[src/design/rmms_pkg.sv]
package rmms_pkg;

	localparam int MAX_COLS_DEF = 2048;
	localparam int MAX_ROWS_DEF = 2048;

	localparam int PIX_W   = 8;
	localparam int COORD_W = 11;
	localparam int COUNT_W = 23;
	localparam int SUM_W   = 34;
	localparam int PCT_W   = 7;

	// rectangle extent holds up to 2048, one bit above a coordinate
	localparam int EXT_W    = COORD_W + 1;
	localparam int AREA_W   = 2 * EXT_W;
	localparam int PROD_W   = AREA_W + PCT_W;
	localparam int CNT100_W = COUNT_W + PCT_W;
	localparam logic [PCT_W-1:0] PERCENT_SCALE = 7'd100;

	localparam int QUEUE_DEPTH = 2;

	localparam int REG_ADDR_W = 5;
	localparam int REG_IDX_W  = 3;
	localparam logic [REG_IDX_W-1:0] REG_ROI_LEFT       = 3'd0;
	localparam logic [REG_IDX_W-1:0] REG_ROI_TOP        = 3'd1;
	localparam logic [REG_IDX_W-1:0] REG_ROI_RIGHT      = 3'd2;
	localparam logic [REG_IDX_W-1:0] REG_ROI_BOTTOM     = 3'd3;
	localparam logic [REG_IDX_W-1:0] REG_DIFF_THRESHOLD = 3'd4;
	localparam logic [REG_IDX_W-1:0] REG_MIN_PERCENT    = 3'd5;

	typedef struct packed {
		logic [PIX_W-1:0] prev_pixel;
		logic [PIX_W-1:0] cur_pixel;
		logic             end_of_line;
		logic             end_of_frame;
	} pix_t;

	typedef struct packed {
		logic               motion_found;
		logic [COUNT_W-1:0] moving_count;
		logic [COORD_W-1:0] centroid_x;
		logic [COORD_W-1:0] centroid_y;
		logic               centroid_valid;
	} res_t;

	typedef struct packed {
		logic [COORD_W-1:0] roi_left;
		logic [COORD_W-1:0] roi_top;
		logic [COORD_W-1:0] roi_right;
		logic [COORD_W-1:0] roi_bottom;
		logic [PIX_W-1:0]   diff_threshold;
		logic [PCT_W-1:0]   min_percent;
	} cfg_t;

	typedef struct packed {
		logic [COUNT_W-1:0] count;
		logic [SUM_W-1:0]   col_sum;
		logic [SUM_W-1:0]   row_sum;
	} frame_rec_t;

endpackage

[src/design/rmms_front.sv]
module rmms_front import rmms_pkg::*; #(
	parameter int MAX_COLS = MAX_COLS_DEF,
	parameter int MAX_ROWS = MAX_ROWS_DEF
) (
	input  logic       clk,
	input  logic       arst_n,
	input  logic       pix_valid,
	output logic       pix_ready,
	input  pix_t       pix,
	input  cfg_t       cfg,
	input  logic       push_ready,
	output logic       push,
	output frame_rec_t push_data
);

	localparam int COL_W = (MAX_COLS > 1) ? $clog2(MAX_COLS) : 1;
	localparam int ROW_W = (MAX_ROWS > 1) ? $clog2(MAX_ROWS) : 1;
	localparam int CCMP_W = (COL_W > COORD_W) ? COL_W : COORD_W;
	localparam int RCMP_W = (ROW_W > COORD_W) ? ROW_W : COORD_W;
	localparam logic [COL_W-1:0] COL_LAST = COL_W'(MAX_COLS - 1);
	localparam logic [ROW_W-1:0] ROW_LAST = ROW_W'(MAX_ROWS - 1);

	logic [COL_W-1:0]   col_q;
	logic [ROW_W-1:0]   row_q;
	logic [COUNT_W-1:0] count_q;
	logic [SUM_W-1:0]   csum_q;
	logic [SUM_W-1:0]   rsum_q;

	logic               accept;
	logic [PIX_W-1:0]   diff;
	logic               in_roi;
	logic               moving;
	logic [SUM_W:0]     csum_add;
	logic [SUM_W:0]     rsum_add;
	logic [COUNT_W-1:0] count_nx;
	logic [SUM_W-1:0]   csum_nx;
	logic [SUM_W-1:0]   rsum_nx;

	// only a frame end needs room in the queue
	assign pix_ready = !pix.end_of_frame || push_ready;
	assign accept    = pix_valid && pix_ready;

	always_comb begin
		diff = (pix.cur_pixel > pix.prev_pixel) ? pix.cur_pixel - pix.prev_pixel
		                                        : pix.prev_pixel - pix.cur_pixel;
		in_roi = (CCMP_W'(col_q) >= CCMP_W'(cfg.roi_left)) &&
		         (CCMP_W'(col_q) <= CCMP_W'(cfg.roi_right)) &&
		         (RCMP_W'(row_q) >= RCMP_W'(cfg.roi_top)) &&
		         (RCMP_W'(row_q) <= RCMP_W'(cfg.roi_bottom));
		moving = (diff > cfg.diff_threshold) && in_roi;

		csum_add = {1'b0, csum_q} + (SUM_W+1)'(col_q);
		rsum_add = {1'b0, rsum_q} + (SUM_W+1)'(row_q);

		count_nx = count_q;
		csum_nx  = csum_q;
		rsum_nx  = rsum_q;
		if (moving) begin
			if (count_q != '1)
				count_nx = count_q + 1'b1;
			csum_nx = csum_add[SUM_W] ? '1 : csum_add[SUM_W-1:0];
			rsum_nx = rsum_add[SUM_W] ? '1 : rsum_add[SUM_W-1:0];
		end
	end

	assign push              = accept && pix.end_of_frame;
	assign push_data.count   = count_nx;
	assign push_data.col_sum = csum_nx;
	assign push_data.row_sum = rsum_nx;

	always_ff @(posedge clk or negedge arst_n) begin
		if (!arst_n) begin
			col_q   <= '0;
			row_q   <= '0;
			count_q <= '0;
			csum_q  <= '0;
			rsum_q  <= '0;
		end else if (accept) begin
			if (pix.end_of_frame) begin
				col_q   <= '0;
				row_q   <= '0;
				count_q <= '0;
				csum_q  <= '0;
				rsum_q  <= '0;
			end else begin
				count_q <= count_nx;
				csum_q  <= csum_nx;
				rsum_q  <= rsum_nx;
				// saturate position on overlong rows and frames
				if (pix.end_of_line) begin
					col_q <= '0;
					if (row_q != ROW_LAST)
						row_q <= row_q + 1'b1;
				end else if (col_q != COL_LAST) begin
					col_q <= col_q + 1'b1;
				end
			end
		end
	end

endmodule

[src/design/rmms_queue.sv]
module rmms_queue import rmms_pkg::*; (
	input  logic       clk,
	input  logic       arst_n,
	input  logic       push,
	output logic       push_ready,
	input  frame_rec_t push_data,
	input  logic       pop,
	output logic       pop_valid,
	output frame_rec_t pop_data
);

	localparam int PTR_W = (QUEUE_DEPTH > 1) ? $clog2(QUEUE_DEPTH) : 1;
	localparam int CNT_W = $clog2(QUEUE_DEPTH + 1);
	localparam logic [PTR_W-1:0] PTR_LAST = PTR_W'(QUEUE_DEPTH - 1);

	frame_rec_t       slot_q [QUEUE_DEPTH];
	logic [PTR_W-1:0] wr_q;
	logic [PTR_W-1:0] rd_q;
	logic [CNT_W-1:0] fill_q;
	logic             do_push;
	logic             do_pop;

	assign push_ready = (fill_q != CNT_W'(QUEUE_DEPTH));
	assign pop_valid  = (fill_q != '0);
	assign pop_data   = slot_q[rd_q];
	assign do_push    = push && push_ready;
	assign do_pop     = pop && pop_valid;

	always_ff @(posedge clk) begin
		if (do_push)
			slot_q[wr_q] <= push_data;
	end

	always_ff @(posedge clk or negedge arst_n) begin
		if (!arst_n) begin
			wr_q   <= '0;
			rd_q   <= '0;
			fill_q <= '0;
		end else begin
			if (do_push)
				wr_q <= (wr_q == PTR_LAST) ? '0 : wr_q + 1'b1;
			if (do_pop)
				rd_q <= (rd_q == PTR_LAST) ? '0 : rd_q + 1'b1;
			if (do_push && !do_pop)
				fill_q <= fill_q + 1'b1;
			else if (do_pop && !do_push)
				fill_q <= fill_q - 1'b1;
		end
	end

endmodule

[src/design/rmms_back.sv]
module rmms_back import rmms_pkg::*; (
	input  logic       clk,
	input  logic       arst_n,
	input  logic       pop_valid,
	output logic       pop,
	input  frame_rec_t pop_data,
	input  cfg_t       cfg,
	output logic       res_valid,
	input  logic       res_ready,
	output res_t       res
);

	localparam int STEP_W = $clog2(COORD_W);
	localparam logic [STEP_W-1:0] STEP_LAST = STEP_W'(COORD_W - 1);

	localparam logic [2:0] ST_IDLE = 3'd0;
	localparam logic [2:0] ST_AREA = 3'd1;
	localparam logic [2:0] ST_PROD = 3'd2;
	localparam logic [2:0] ST_DIV  = 3'd3;
	localparam logic [2:0] ST_DONE = 3'd4;

	logic [2:0]          state_q;
	logic [STEP_W-1:0]   step_q;
	logic [COUNT_W-1:0]  cnt_q;
	logic [EXT_W-1:0]    w_q;
	logic [EXT_W-1:0]    h_q;
	logic [AREA_W-1:0]   area_q;
	logic [PROD_W-1:0]   prod_q;
	logic [CNT100_W-1:0] cnt100_q;
	logic [COUNT_W-1:0]  xrem_q;
	logic [COUNT_W-1:0]  yrem_q;
	logic [COORD_W-1:0]  xlo_q;
	logic [COORD_W-1:0]  ylo_q;
	logic [COORD_W-1:0]  xquo_q;
	logic [COORD_W-1:0]  yquo_q;
	logic                xovf_q;
	logic                yovf_q;
	res_t                res_q;
	logic                res_valid_q;

	logic [EXT_W-1:0]   width;
	logic [EXT_W-1:0]   height;
	logic [COUNT_W:0]   xtry;
	logic [COUNT_W:0]   ytry;
	logic [COUNT_W:0]   xsub;
	logic [COUNT_W:0]   ysub;
	logic               xge;
	logic               yge;
	logic               found;
	logic               cvalid;
	res_t               res_nx;

	always_comb begin
		width  = (cfg.roi_right >= cfg.roi_left)
		         ? EXT_W'(cfg.roi_right) - EXT_W'(cfg.roi_left) + 1'b1 : '0;
		height = (cfg.roi_bottom >= cfg.roi_top)
		         ? EXT_W'(cfg.roi_bottom) - EXT_W'(cfg.roi_top) + 1'b1 : '0;

		// one restoring division step per cycle for each axis
		xtry = {xrem_q, xlo_q[COORD_W-1]};
		ytry = {yrem_q, ylo_q[COORD_W-1]};
		xge  = (xtry >= {1'b0, cnt_q});
		yge  = (ytry >= {1'b0, cnt_q});
		xsub = xtry - {1'b0, cnt_q};
		ysub = ytry - {1'b0, cnt_q};

		found  = (prod_q <= PROD_W'(cnt100_q));
		cvalid = found && (cnt_q != '0);
		res_nx.motion_found   = found;
		res_nx.moving_count   = cnt_q;
		res_nx.centroid_x     = cvalid ? (xovf_q ? '1 : xquo_q) : '0;
		res_nx.centroid_y     = cvalid ? (yovf_q ? '1 : yquo_q) : '0;
		res_nx.centroid_valid = cvalid;
	end

	assign pop       = (state_q == ST_IDLE) && pop_valid;
	assign res_valid = res_valid_q;
	assign res       = res_q;

	always_ff @(posedge clk) begin
		unique case (state_q)
			ST_IDLE: begin
				cnt_q    <= pop_data.count;
				w_q      <= width;
				h_q      <= height;
				cnt100_q <= pop_data.count * PERCENT_SCALE;
				// high part at or above the count: mean beyond the coordinate range
				xovf_q   <= pop_data.col_sum[SUM_W-1:COORD_W] >= pop_data.count;
				yovf_q   <= pop_data.row_sum[SUM_W-1:COORD_W] >= pop_data.count;
				xrem_q   <= pop_data.col_sum[SUM_W-1:COORD_W];
				yrem_q   <= pop_data.row_sum[SUM_W-1:COORD_W];
				xlo_q    <= pop_data.col_sum[COORD_W-1:0];
				ylo_q    <= pop_data.row_sum[COORD_W-1:0];
			end
			ST_AREA: area_q <= w_q * h_q;
			ST_PROD: prod_q <= cfg.min_percent * area_q;
			ST_DIV: begin
				xrem_q <= xge ? xsub[COUNT_W-1:0] : xtry[COUNT_W-1:0];
				yrem_q <= yge ? ysub[COUNT_W-1:0] : ytry[COUNT_W-1:0];
				xlo_q  <= xlo_q << 1;
				ylo_q  <= ylo_q << 1;
				xquo_q <= {xquo_q[COORD_W-2:0], xge};
				yquo_q <= {yquo_q[COORD_W-2:0], yge};
			end
			ST_DONE: begin
				if (!res_valid_q || res_ready)
					res_q <= res_nx;
			end
			default: ;
		endcase
	end

	always_ff @(posedge clk or negedge arst_n) begin
		if (!arst_n) begin
			state_q     <= ST_IDLE;
			step_q      <= '0;
			res_valid_q <= 1'b0;
		end else begin
			if ((state_q == ST_DONE) && (!res_valid_q || res_ready))
				res_valid_q <= 1'b1;
			else if (res_ready)
				res_valid_q <= 1'b0;
			unique case (state_q)
				ST_IDLE: begin
					if (pop_valid)
						state_q <= ST_AREA;
				end
				ST_AREA: state_q <= ST_PROD;
				ST_PROD: begin
					step_q  <= '0;
					state_q <= ST_DIV;
				end
				ST_DIV: begin
					step_q <= step_q + 1'b1;
					if (step_q == STEP_LAST)
						state_q <= ST_DONE;
				end
				ST_DONE: begin
					if (!res_valid_q || res_ready)
						state_q <= ST_IDLE;
				end
				default: state_q <= ST_IDLE;
			endcase
		end
	end

endmodule

[src/design/region_motion_mask_stats.sv]
// Pixels: one word per cycle while pix_ready is high; a pixel is folded into the frame sums
// in the cycle it is taken. Frame result: queued, then setup (load, area, product), then an
// 11-step division run in parallel for both centroid axes, then the output register.
// Back end takes a new frame record only from idle; a two-deep queue holds pending frame ends.
// Reset (arst_n low, asynchronous): position, sums, queue and result valid cleared,
// registers back to their defaults; no clearing pass.
module region_motion_mask_stats import rmms_pkg::*; #(
	parameter int MAX_COLS = MAX_COLS_DEF,
	parameter int MAX_ROWS = MAX_ROWS_DEF
) (
	input  logic                  clk,
	input  logic                  arst_n,
	input  logic                  pix_valid,
	output logic                  pix_ready,
	input  pix_t                  pix,
	output logic                  res_valid,
	input  logic                  res_ready,
	output res_t                  res,
	input  logic                  psel,
	input  logic                  penable,
	input  logic                  pwrite,
	input  logic [REG_ADDR_W-1:0] paddr,
	input  logic [31:0]           pwdata,
	output logic [31:0]           prdata,
	output logic                  pready
);

	cfg_t                 cfg_q;
	logic                 cfg_wr;
	logic [REG_IDX_W-1:0] reg_idx;

	logic       q_push;
	logic       q_push_ready;
	frame_rec_t q_push_data;
	logic       q_pop;
	logic       q_pop_valid;
	frame_rec_t q_pop_data;

	assign pready  = 1'b1;
	assign cfg_wr  = psel && penable && pwrite && pready;
	assign reg_idx = paddr[REG_ADDR_W-1:2];

	always_ff @(posedge clk or negedge arst_n) begin
		if (!arst_n) begin
			cfg_q.roi_left       <= '0;
			cfg_q.roi_top        <= '0;
			cfg_q.roi_right      <= '1;
			cfg_q.roi_bottom     <= '1;
			cfg_q.diff_threshold <= PIX_W'(25);
			cfg_q.min_percent    <= '0;
		end else if (cfg_wr) begin
			case (reg_idx)
				REG_ROI_LEFT:       cfg_q.roi_left       <= pwdata[COORD_W-1:0];
				REG_ROI_TOP:        cfg_q.roi_top        <= pwdata[COORD_W-1:0];
				REG_ROI_RIGHT:      cfg_q.roi_right      <= pwdata[COORD_W-1:0];
				REG_ROI_BOTTOM:     cfg_q.roi_bottom     <= pwdata[COORD_W-1:0];
				REG_DIFF_THRESHOLD: cfg_q.diff_threshold <= pwdata[PIX_W-1:0];
				REG_MIN_PERCENT:    cfg_q.min_percent    <= pwdata[PCT_W-1:0];
				default: ;
			endcase
		end
	end

	always_comb begin
		unique case (reg_idx)
			REG_ROI_LEFT:       prdata = 32'(cfg_q.roi_left);
			REG_ROI_TOP:        prdata = 32'(cfg_q.roi_top);
			REG_ROI_RIGHT:      prdata = 32'(cfg_q.roi_right);
			REG_ROI_BOTTOM:     prdata = 32'(cfg_q.roi_bottom);
			REG_DIFF_THRESHOLD: prdata = 32'(cfg_q.diff_threshold);
			REG_MIN_PERCENT:    prdata = 32'(cfg_q.min_percent);
			default:            prdata = '0;
		endcase
	end

	rmms_front #(
		.MAX_COLS(MAX_COLS),
		.MAX_ROWS(MAX_ROWS)
	) u_front (
		.clk       (clk),
		.arst_n    (arst_n),
		.pix_valid (pix_valid),
		.pix_ready (pix_ready),
		.pix       (pix),
		.cfg       (cfg_q),
		.push_ready(q_push_ready),
		.push      (q_push),
		.push_data (q_push_data)
	);

	rmms_queue u_queue (
		.clk       (clk),
		.arst_n    (arst_n),
		.push      (q_push),
		.push_ready(q_push_ready),
		.push_data (q_push_data),
		.pop       (q_pop),
		.pop_valid (q_pop_valid),
		.pop_data  (q_pop_data)
	);

	rmms_back u_back (
		.clk      (clk),
		.arst_n   (arst_n),
		.pop_valid(q_pop_valid),
		.pop      (q_pop),
		.pop_data (q_pop_data),
		.cfg      (cfg_q),
		.res_valid(res_valid),
		.res_ready(res_ready),
		.res      (res)
	);

	a_push_room: assert property (@(posedge clk) disable iff (!arst_n)
		q_push |-> q_push_ready)
		else $error("frame record pushed into a full queue");

	a_pop_valid: assert property (@(posedge clk) disable iff (!arst_n)
		q_pop |-> q_pop_valid)
		else $error("back end popped an empty queue");

	a_centroid_valid: assert property (@(posedge clk) disable iff (!arst_n)
		(res_valid && res.centroid_valid) |-> (res.motion_found && res.moving_count != '0))
		else $error("centroid flagged valid without motion or moving pixels");

	a_centroid_zero: assert property (@(posedge clk) disable iff (!arst_n)
		(res_valid && !res.centroid_valid) |-> (res.centroid_x == '0 && res.centroid_y == '0))
		else $error("centroid not zero while flagged invalid");

endmodule

[config.mk]
export PLATFORM = sky130hd
export DESIGN_NAME = region_motion_mask_stats
export DESIGN_NICKNAME = d
export VERILOG_FILES = /design/src/design/rmms_pkg.sv /design/src/design/rmms_front.sv /design/src/design/rmms_queue.sv /design/src/design/rmms_back.sv /design/src/design/region_motion_mask_stats.sv
export SDC_FILE = /design/constraint.sdc
export NUM_CORES = 2
export LEC_CHECK = 0
export BUFFER_PORTS_ARGS = -buffer_cell sky130_fd_sc_hd__buf_4
export CAP_MARGIN = 10
export CORE_MARGIN = 5
export CORE_UTILIZATION = 60
export CTS_CLUSTER_DIAMETER = 60
export CTS_CLUSTER_SIZE = 24
export DETAILED_ROUTE_END_ITERATION = 12
export PLACE_DENSITY = 0.84
export SYNTH_ARGS = -nofsm -noshare
export SYNTH_HDL_FRONTEND = slang
export SYNTH_SLANG_ARGS = --single-unit
[constraint.sdc]
create_clock -name clk -period 16.5 [get_ports clk]
set_input_delay 0.825 -clock clk [delete_from_list [all_inputs] [get_ports clk]]
set_output_delay 0.825 -clock clk [all_outputs]
set_load 0.01 [all_outputs]
==> key figures <==
Global routing
  • GRT overflow: 0
  • Initial antenna violation count: 2
  • Global-route wire length before repair: 180 mm
  • Number of global-route vias before repair: 34962
  • GRT Resource Usage Total: 26.7%
  • Largest net degree at the start of global routing: 80

Run
  • # Max-Cap Violations: 0

Power and ir drop
  • Worst vdd ir: 0.000154 V
  • Power density cells: 163 nW/um2
  • Leak Pwr: 23.2 nW
  • Final total power: 8.21 mW

Timing
  • Slew Viols, Final: 0
  • Final Hold Viols: 0
  • Final Cycle Share: 40.5%
  • Relative slew slack: 13.1%
  • Worst Tran Pin Value: 1.29 ns
  • Worst hold margin: 0.143 ns
  • Setup TNS: 0 ns
  • Worst Skew: 0.0377 ns
  • RSZ-0062 raised after global routing: false
  • Fmax: 150 MHz
  • Final setup vio count: 0
  • Final Critical Period: 6.69 ns

CTS
  • Htree depth: 2
  • Post-CTS Setup Bufs: 0
  • Clk root buf: clkbuf_16
  • Reg clk slew, reported paths: 0.09 ns
  • CTS buffer count: 51
  • CTS tree: done
  • Skew-Pair Late Insertion Delay: 0.64 ns
  • Hold_buf cts: 0
  • Post-CTS Resized: 0
  • Clk sink count: 632
  • Max Buffers Root-to-Sink: 3

Synthesis
  • Area leader, netlist: edfxtp_1
  • #FFs+latches synth: 632
  • Mean area per synthesized cell: 10.3 um2
  • Post-Syn Area: 46900 um2
  • Sequential cell area fraction in the yosys report: 38.6%
  • Syn Inst Count: 4567
  • Post-synth EDFFs: 448
  • Top post-synthesis cells by area: edfxtp_1 (29%), ha_1 (12%), fa_1 (10%), dfrtp_1 (8.5%), inv_1 (4.3%)
  • YS warnings: 0
  • Synth unique cells: 87
  • Most used flip-flop cell after synthesis: edfxtp_1
  • Async SR Flop Fraction: 29.1%
  • Post-synth top area share: 28.7%

Floorplan
  • Row count: 102
  • Starting density of the core: 60.5%
  • Die Y-Extent: 289 um
  • Io pins: 144
  • Die Wd: 289 um
  • Core box area: 77500 um2
  • Area of the die: 83800 um2

Drt
  • DRT Pass-1 Iters: 6
  • Via-to-Cell Ratio: 6.03
  • DRC Markers: 0
  • Vias: 34223
  • Routed Antenna Nets: 0
  • WL/cell: 19.6 um
  • Aggregate routed wire length: 112 mm
  • DRT iter0 DRCs: 3066

Worst setup path
  • Crit. End Element: register
  • Startpoint types: register
  • Worst path slowest cell: dfrtp_4
  • Max incr delay on CP: 1.01 ns
  • Max FO, Critical Path: 54
  • CP Cell Sequence: buf_4 -> mux2i_1 -> inv_1 -> ha_1 -> ha_1 -> inv_1 -> fa_1 -> inv_1 -> ha_1 -> a211oi_1 -> o21bai_1 -> a31o_2 -> a41o_1 -> a2111oi_0 -> nor3_1 -> or3_1 -> a21oi_1 -> xnor2_1
  • Required time worst endpoint: 16.88 ns
  • WP data arrival: 7.07 ns
  • Worst Path Class, Setup: reg2reg

Placed design
  • Port bufs: 98
  • Post-DP HPWL: 82.3 mm
  • GP Congestion: 0.949
  • Placed cells: 5584

Finish
  • Sequential cell area: 18100 um2
  • # diodes: 0
  • Area Overhead vs Synth: 7.62%
  • Filler Cells Inserted: 5805
  • Post-Layout Cell Count: 5679
  • Net count, final: 5347
  • Multi-input gate area: 26100 um2
  • Share of cells above drive strength 1: 8.41%

Hold path
  • HP Class: in2async

Status
  • Run status: completed
-- critical path, delay by kind of cell (launching register included) --
kind | cells | cell delay [ns]
compound gates | 6 | 1.77
fa+ha+maj | 4 | 1.46
flops | 1 | 1.01
buf+inv | 4 | 0.91
mux | 1 | 0.59
simple gates | 2 | 0.56
xor+xnor | 1 | 0.08
-- layout make-up --
class / instances / share of cell area, %
clock inverters: 37 / 1.05
multi-input cells: 3228 / 51.7
clock buffers: 58 / 2.64
repair buffers: 141 / 2.11
flip-flops and latches: 632 / 35.9
well taps: 1040 / 2.58
inverters: 543 / 4.05
-- power breakdown --
part	leakage, nW	internal (mW)	switching (mW)
sequential	6.76	2.26	0.224
clock	0.894	0.655	0.690
combinational	15.5	1.80	2.57
-- per-layer routing --
layer / wire (um) / vias up / global-route usage, %
met5: 7 / - / 0
met4: 4720 / 2 / 10.8
met3: 8060 / 292 / 3.92
met2: 53800 / 1318 / 45.3
met1: 45000 / 16666 / 34.8
li1: - / 15945 / -
-- synthesized netlist by cell type (77+ instances only) --
library cell,n
o21ai_0,208
mux2_2,88
mux2i_1,77
edfxtp_1,448
nor2_1,218
and2_1,189
ha_1,445
nor3_1,83
inv_1,541
dfrtp_1,159
xnor2_1,139
nand3_1,79
fa_1,243
a21o_1,104
a21oi_1,225
clkbuf_1,148
nand2_1,425
-- state kept, by name, summed over array words and instances (netlist names), 12 cells and up --
| register | flops |
|---|---|
| u_back.cnt_q | 23 |
| u_back.prod_q | 31 |
| u_front.csum_q | 34 |
| u_back.yrem_q | 23 |
| u_queue.slot_q | 182 |
| u_back.res | 47 |
| u_back.area_q | 24 |
| u_front.rsum_q | 34 |
| cfg_q | 59 |
| u_back.cnt100_q | 25 |
| u_back.w_q | 12 |
| u_back.h_q | 12 |
| u_front.count_q | 23 |
| u_back.xrem_q | 23 |
-- kinds of logic (layout without fill, tap and decap cells) --
| family | after synthesis | after routing | synth area share [%] |
|---|---|---|---|
| compound gates | 883 | 883 | 12.2 |
| xor+xnor | 200 | 200 | 3.74 |
| fa+ha+maj | 688 | 688 | 22.3 |
| buf+inv | 727 | 779 | 6.03 |
| flops | 632 | 632 | 38.6 |
| mux | 169 | 169 | 3.95 |
| other cells | 2 | 22 | 0.0160 |
| simple gates | 1266 | 1266 | 13.3 |
-- path summary, 6_finish.rpt --
kind | endpoint | from | depth (start not counted) | slack, ns
worst min register to register | u_back.xquo_q[1] | u_back.xquo_q[0] | 0 | 0.46
worst min-delay path | u_front.rsum_q[27] | arst_n | 1 | 0.14
worst max register to register | u_back.cnt100_q[28] | u_queue.rd_q | 18 | 9.81
max in group asynchronous | u_queue.rd_q | arst_n | 2 | 14.94
min in group clk | u_back.xquo_q[1] | u_back.xquo_q[0] | 0 | 0.46
worst max-delay path | u_back.cnt100_q[28] | u_queue.rd_q | 18 | 9.81
-- metrics by stage --
step           setup WS, ns  area, um2  utilization, %
4_1_cts                9.89      50400            65.1
6_report               9.81      50400            65.1
2_1_floorplan          8.82      46900               -
3_3_place_gp           9.98      48600            62.7
5_1_grt                9.53      50400            65.1
3_5_place_dp           9.94      48600            62.7
-- cells in the final DEF, fill, tap and decap left out, types with 11 or more instances in the layout --
| master | synthesis | final |
|---|---|---|
| ha_1 | 445 | 445 |
| inv_1 | 541 | 541 |
| nor2b_1 | 34 | 34 |
| nand4_1 | 46 | 46 |
| o311ai_0 | 11 | 11 |
| and2_1 | 189 | 189 |
| o21a_1 | 62 | 62 |
| nor2_1 | 218 | 215 |
| conb_1 | 2 | 22 |
| buf_4 | 23 | 140 |
| xnor2_1 | 139 | 139 |
| a21oi_1 | 225 | 224 |
| mux2i_1 | 77 | 77 |
| dfrtp_1 | 159 | 158 |
| xor2_1 | 61 | 61 |
| clkbuf_16 | 0 | 52 |
| a21o_1 | 104 | 104 |
| nor3_1 | 83 | 81 |
| fa_1 | 243 | 243 |
| o21bai_1 | 25 | 25 |
| o31ai_1 | 24 | 24 |
| a22o_1 | 44 | 44 |
| nand2_1 | 425 | 424 |
| a211oi_1 | 21 | 21 |
| dfstp_2 | 25 | 25 |
| edfxtp_1 | 448 | 448 |
| o21ai_0 | 208 | 208 |
| or3_1 | 39 | 39 |
| nand2b_1 | 28 | 28 |
| or2_2 | 19 | 19 |
| mux2_2 | 88 | 88 |
| nand3_1 | 79 | 79 |
| o41ai_1 | 14 | 13 |
| and3_1 | 35 | 33 |
| nor4_1 | 30 | 30 |
| a31oi_1 | 44 | 44 |
No activity file was read; power rests on OpenSTA's default activity.
